--- src/rtl/core/assert_macros.svh ---
// ----------------------------------------------------------------------------
// assert_macros.svh
// concurrent assertion helpers shared by the rtl
// ----------------------------------------------------------------------------
`ifndef ASSERT_MACROS_SVH
`define ASSERT_MACROS_SVH

// property must hold at every rising edge outside reset
`define ASSERT_PROP(lbl, clk, rst, prop, msg) \
   lbl: assert property (@(posedge clk) disable iff (rst) (prop)) else $error(msg);

// condition must never be seen outside reset
`define ASSERT_NEVER(lbl, clk, rst, cond, msg) \
   lbl: assert property (@(posedge clk) disable iff (rst) !(cond)) else $error(msg);

`endif

--- src/rtl/core/mbd_pkg.sv ---
// ----------------------------------------------------------------------------
// mbd_pkg
// constants for the multi-button debouncer
// ----------------------------------------------------------------------------
package mbd_pkg;

   localparam int NUM_BUTTONS    = 3;
   localparam int RAW_WIDTH      = 3;
   localparam int IDX_WIDTH      = 2;
   localparam int TIME_WIDTH     = 32;
   localparam int DEBOUNCE_WIDTH = 16;

   localparam logic [DEBOUNCE_WIDTH-1:0] DEBOUNCE_RESET = DEBOUNCE_WIDTH'(50);

endpackage

--- src/rtl/core/multi_button_debouncer.sv ---
// ----------------------------------------------------------------------------
// multi_button_debouncer
// timestamp debouncer for active-low buttons, reports the first new press
// ----------------------------------------------------------------------------
//
// channel   direction  handshake            payload
// req_      in         req_valid/req_stall  req_raw_levels, req_now_ms
// rsp_      out        rsp_valid/rsp_stall  rsp_press_found, rsp_button_index
// csr_      in         csr_write_enable     csr_write_data (debounce time, ms)
//
// one request per cycle while not stalled, via the input then the result register
// the per-button compare and priority pick sit between input and result register
// each request updates the button state as it moves into the result register
// reset is synchronous and leaves every button released, debounce time 50 ms
// a stalled result holds; the input register still fills behind it
//
`include "assert_macros.svh"

module multi_button_debouncer
   import mbd_pkg::*;
(
   input  logic                      clock,
   input  logic                      reset,
   // request channel
   input  logic                      req_valid,
   output logic                      req_stall,
   input  logic [RAW_WIDTH-1:0]      req_raw_levels,
   input  logic [TIME_WIDTH-1:0]     req_now_ms,
   // result channel
   output logic                      rsp_valid,
   input  logic                      rsp_stall,
   output logic                      rsp_press_found,
   output logic [IDX_WIDTH-1:0]      rsp_button_index,
   // configuration
   input  logic                      csr_write_enable,
   input  logic [DEBOUNCE_WIDTH-1:0] csr_write_data
);

   // configuration register
   logic [DEBOUNCE_WIDTH-1:0] debounce_time_ff;

   // input register
   logic                  in_valid_ff;
   logic [RAW_WIDTH-1:0]  raw_levels_ff;
   logic [TIME_WIDTH-1:0] now_ms_ff;

   // per-button state
   logic [NUM_BUTTONS-1:0] last_raw_ff, last_raw_in;
   logic [NUM_BUTTONS-1:0] stable_level_ff, stable_level_in;
   logic [TIME_WIDTH-1:0]  change_time_ff [NUM_BUTTONS];
   logic [TIME_WIDTH-1:0]  change_time_in [NUM_BUTTONS];

   // result register
   logic                 rsp_valid_ff;
   logic                 press_found_ff, press_found_in;
   logic [IDX_WIDTH-1:0] button_index_ff, button_index_in;

   logic                   out_ready;
   logic                   load;
   logic [NUM_BUTTONS-1:0] raw_pad;
   logic [TIME_WIDTH-1:0]  debounce_wide;

   // result register frees when empty or when its result is taken
   assign out_ready = !rsp_valid_ff || !rsp_stall;
   // the held request moves on, and updates the state, on this edge
   assign load      = in_valid_ff && out_ready;
   assign req_stall = in_valid_ff && !out_ready;

   // buttons beyond the input bits read as released
   assign raw_pad = NUM_BUTTONS'({{NUM_BUTTONS{1'b1}}, raw_levels_ff});
   assign debounce_wide =
      {{(TIME_WIDTH-DEBOUNCE_WIDTH){1'b0}}, debounce_time_ff};

   always_ff @(posedge clock) begin
      if (reset) begin
         debounce_time_ff <= DEBOUNCE_RESET;
      end else if (csr_write_enable) begin
         debounce_time_ff <= csr_write_data;
      end
   end

   // input register: takes a request whenever it is not stalled
   always_ff @(posedge clock) begin
      if (reset) begin
         in_valid_ff <= 1'b0;
      end else if (!req_stall) begin
         in_valid_ff <= req_valid;
      end
   end

   always_ff @(posedge clock) begin
      if (req_valid && !req_stall) begin
         raw_levels_ff <= req_raw_levels;
         now_ms_ff     <= req_now_ms;
      end
   end

   // all buttons in parallel, then a priority pick on the lowest new press;
   // buttons above the pick are left untouched for this poll
   always_comb begin
      logic                  raw_bit;
      logic [TIME_WIDTH-1:0] change_t;
      logic [TIME_WIDTH-1:0] elapsed;
      logic                  settle;
      logic                  blocked;
      last_raw_in     = last_raw_ff;
      stable_level_in = stable_level_ff;
      change_time_in  = change_time_ff;
      press_found_in  = 1'b0;
      button_index_in = '0;
      blocked         = 1'b0;
      for (int b = 0; b < NUM_BUTTONS; b++) begin
         raw_bit  = raw_pad[b];
         // a fresh edge restarts the timer at this poll
         change_t = (raw_bit != last_raw_ff[b]) ? now_ms_ff : change_time_ff[b];
         // wrapping difference, compared unsigned
         elapsed  = now_ms_ff - change_t;
         settle   = (elapsed >= debounce_wide) && (raw_bit != stable_level_ff[b]);
         if (!blocked) begin
            last_raw_in[b]    = raw_bit;
            change_time_in[b] = change_t;
            if (settle) begin
               stable_level_in[b] = raw_bit;
               // a settled release only updates the level, the scan goes on
               if (!raw_bit) begin
                  press_found_in  = 1'b1;
                  button_index_in = IDX_WIDTH'(b);
                  blocked         = 1'b1;
               end
            end
         end
      end
   end

   always_ff @(posedge clock) begin
      if (reset) begin
         last_raw_ff     <= '1;
         stable_level_ff <= '1;
         for (int b = 0; b < NUM_BUTTONS; b++) begin
            change_time_ff[b] <= '0;
         end
      end else if (load) begin
         last_raw_ff     <= last_raw_in;
         stable_level_ff <= stable_level_in;
         change_time_ff  <= change_time_in;
      end
   end

   // result register
   always_ff @(posedge clock) begin
      if (reset) begin
         rsp_valid_ff <= 1'b0;
      end else if (out_ready) begin
         rsp_valid_ff <= in_valid_ff;
      end
   end

   always_ff @(posedge clock) begin
      if (load) begin
         press_found_ff  <= press_found_in;
         button_index_ff <= button_index_in;
      end
   end

   assign rsp_valid        = rsp_valid_ff;
   assign rsp_press_found  = press_found_ff;
   assign rsp_button_index = button_index_ff;

   // checks
   `ASSERT_PROP(a_idle_index, clock, reset, (rsp_valid_ff && !press_found_ff) |-> (button_index_ff == '0), "index set without a press")
   `ASSERT_PROP(a_press_stable, clock, reset, load |=> (!press_found_ff || ((button_index_ff < IDX_WIDTH'(NUM_BUTTONS)) && !stable_level_ff[button_index_ff])), "reported button not stable low")
   `ASSERT_PROP(a_stall_full, clock, reset, req_stall |-> in_valid_ff, "stall with empty input register")
   `ASSERT_PROP(a_time_with_edge, clock, reset, !$stable(change_time_ff[0]) |-> !$stable(last_raw_ff[0]), "timestamp moved without a raw edge")
   `ASSERT_NEVER(a_state_quiet, clock, reset, !$past(load) && !$stable(stable_level_ff), "stable level moved without a request")

endmodule

--- config.mk ---
export PLATFORM = sky130hd
export DESIGN_NAME = multi_button_debouncer
export DESIGN_NICKNAME = d
export VERILOG_FILES = /design/src/rtl/core/mbd_pkg.sv /design/src/rtl/core/multi_button_debouncer.sv
export VERILOG_INCLUDE_DIRS = /design/src /design/src/rtl/core
export SDC_FILE = /design/constraint.sdc
export NUM_CORES = 1
export LEC_CHECK = 0
export BUFFER_PORTS_ARGS = -buffer_cell sky130_fd_sc_hd__buf_4
export CAP_MARGIN = 20
export CORE_UTILIZATION = 50
export DETAILED_ROUTE_END_ITERATION = 6
export PLACE_DENSITY_LB_ADDON = 0.2
export SYNTH_ARGS = -nofsm -noshare
export SYNTH_HDL_FRONTEND = slang
export SYNTH_SLANG_ARGS = --single-unit
--- constraint.sdc ---
create_clock -name clock -period 11.2 [get_ports clock]
set_input_delay 0.56 -clock clock [delete_from_list [all_inputs] [get_ports clock]]
set_output_delay 0.56 -clock clock [all_outputs]
set_load 0.01 [all_outputs]
==> metrics.md <==
| Metric | Value |
|---|---|
| RSZ-0062 raised after global routing | false |
| Synth Cell Area | 14000 sq um |
| Clock sink count | 158 |
| Top_reg_cell synth | dfxtp_1 |
| Max FO, Critical Path | 34 |
| Initial DRC Count | 1119 |
| Max-slew violations | 0 |
| Drc violations | 0 |
| Die ar. | 28700 sq um |
| Reg-to-reg slack, setup | 4480 ps |
| H-Tree Depth | 4 |
| First drt pass iteration count | 7 |
| Crit-path leading delay family | simple AND/OR/NAND/NOR gates |
| Hold Fails Final Rpt | 0 |
| Critical path buffer and inverter count | 2 |
| Setup bufs post-CTS | 0 |
| Root Driver | clkbuf_16 |
| Core area | 27200 sq um |
| Hold Buf Count CTS | 0 |
| Synth top cells by count | 155 x nor2_1, 139 x nand2_1, 135 x a21oi_1 |
| Max-Cap Viols | 0 |
| Antenna violations before repair | 0 |
| Max Clock Freq | 149 MHz |
| Post-route cell area | 15300 sq um |
| Worst VDD drop | 97.6 uV |
| Placed cell areas | 14600 sq um |
| Buffers on Ports | 60 |
| Setup Viol. Count Final | 0 |
| P_leak | 6.02 nW |
| Mapped Cells | 1701 |
| TritonCTS Buffers | 17 |
| Count leader, synth | nor2_1 |
| Die Span Y | 169 um |
| YS warnings | 0 |
| Horiz. Die Dim | 169 um |
| Via count | 13100 |
| Effective utilization at floorplan | 51.5% |
| Via-to-Cell Ratio | 6.29 |
| Clock Skews | 16.4 ps |
| Largest net degree at the start of global routing | 67 |
| Std-Cell Rows | 60 |
| Clk_lat worst skew | 440 ps |
| Hold Crit Class | input pin to flip-flop |
| Drt total wl | 40.3 mm |
| Nets@finish | 1882 |
| Post-synth top area share | 17.2% |
| # resized after CTS | 0 |
| CP arrival | 6910 ps |
| Tightest Pin Transition | 871 ps |
| First-pass GRT wire length | 64.1 mm |
| CTS clock-pin slew for the worst setup and hold paths | 80 ps |
| Relative slew margins | 41.7% |
| CP Class | flip-flop to flip-flop |
| Post-synthesis sequential area ratio | 25.3% |
| Area leader, netlist | dfxtp_1 |
| Required time of the critical path | 11390 ps |
| Post-layout min period | 6720 ps |
| Sum Neg Setup Slack | 0 ps |
| CTS tree | done |
| WHS | 290 ps |
| Critical path's most frequent cell | o21ai_0 |
| Crit end category | flip-flop |
| Syn_nets | 1879 |
| IO Count | 61 |
| Library cells used by synthesis | 92 |
| Startpoint types | flip-flop |
| Layout area overhead | 9.03% |
| Clk buf depth | 2 |
| Vias in the first global route | 12200 |
| Grt ovf | 0 |
| Final period util | 60.0% |
| GR Util All Layers | 28.3% |
| Worst path max stage delay | 510 ps |
| Post-synth EDFFs | 38 |
| Share of layout cells above drive strength 1 | 9.38% |
| Diode count | 0 |
| WL/cell | 19.3 um |
| Synthesized area per cell | 8.23 sq um |
| HPWL Detailed | 31.3 mm |
| Final GP Congestion | 0.986 |
| Yosys reg bits | 158 |
| Status | finished clean |
| Fill count | 2529 |
| Final ANT Viol Nets | 0 |
| Synth area leaders | dfxtp_1 17%, ha_1 11%, edfxtp_1 8.2%, mux2i_1 7.6%, a21oi_1 4.8% |
| Slowest CP cell | edfxtp_1 |
| Async SR Flop Fraction | 0% |
| Pwr Density | 137 nW/um^2 |
## per-layer routing
metal,track usage [%],up-vias,part of all wire (%)
met5,0,-,0
met4,9.52,0,2.9
met3,3.22,76,5.1
met2,46.2,482,45
met1,38.8,6217,47
li1,-,6358,-
## power breakdown
| group | total, W | switching (W) | internal, W |
|---|---|---|---|
| clock network | 0.000598 | 0.000294 | 0.000304 |
| logic | 0.000839 | 0.000509 | 0.000330 |
| registers | 0.000649 | 0.0000359 | 0.000613 |
## stage by stage
step                      setup slack, ps  power, W  util (%)  std cells
after floorplan                      5500   0.00127         -       1701
after global placement               4700   0.00147      53.8       2056
after detailed placement             4550   0.00148      53.8       2056
after CTS                            4540   0.00208      56.1       2088
after global routing                 4010   0.00221      56.2       2089
final                                4480   0.00209      56.2       2089
## worst register-to-register path: stages (launching register included)
cell and delay (ps):
edfxtp_1 510, xor2_4 190, buf_4 490, mux2_2 330, ha_1 180, inv_1 60, fa_1 390, a21o_1 170
a21oi_1 250, nor2_1 110, o21ai_0 410, nor2_1 130, nor2b_1 200, o21ai_0 130, xor2_1 160, ha_1 290
nor2b_1 130, o21ai_0 200, o2111ai_1 150, a221oi_1 220, o221ai_1 160, or4_1 420, nor4_1 260, o311ai_0 160
nor4_1 410, nor3b_1 130, or2_1 230
## layout by cell type, fill, tap and decap left out, types with 29 or more instances in the layout
master / instances
nand2b_1: 35
ha_1: 121
a21o_1: 39
a31o_1: 29
xnor2_1: 55
mux2i_1: 106
inv_1: 65
buf_4: 71
edfxtp_1: 38
nor3_1: 46
nor2_1: 155
dfxtp_1: 120
a21oi_1: 135
nand3_1: 29
a211oi_1: 56
nand2_1: 139
nor2b_1: 33
o21ai_0: 69
## state kept, by name (all words and copies together), names as in the netlist
register and count:
change_time_ff 96, last_raw_ff 3, rsp_button_index 2, raw_levels_ff 3, now_ms_ff 32, stable_level_ff 3, in_valid_ff 1, rsp_press_found 1
rsp_valid 1, debounce_time_ff 16
## worst paths after layout
path / startpoint / to / cells after the start
worst max-delay path: raw_levels_ff[2] / rsp_press_found / 26
worst min register to register: change_time_ff[32] / change_time_ff[32] / 2
worst min-delay path: req_now_ms[25] / now_ms_ff[25] / 1
worst max register to register: raw_levels_ff[2] / rsp_press_found / 26
## kinds of logic (layout without fill, tap and decap cells)
group                      count (synthesis)  after routing  synth area share (%)
AOI/OAI and AO/OA                        508            508                  24.8
xor gates and xnor gates                  84             84                  5.42
adders and majority gates                133            133                  11.8
buffers and inverters                    154            170                  4.88
DFF                                      158            158                  25.3
muxes                                    111            111                  7.98
and+or+nand+nor                          553            553                  19.8
## layout make-up
| class | instances | area, sq um | share of cell area [%] |
|---|---|---|---|
| Sequential cell | 158 | 3540 | 23.2 |
| Clock inverter | 15 | 190 | 1.25 |
| Clock buffer | 17 | 425 | 2.79 |
| Timing Repair Buffer | 72 | 553 | 3.62 |
| Inverter | 66 | 248 | 1.62 |
| Multi-Input combinational cell | 1389 | 9830 | 64.4 |
| Tap cell | 372 | 465 | 3.05 |
(Power assumes the default switching activity.)
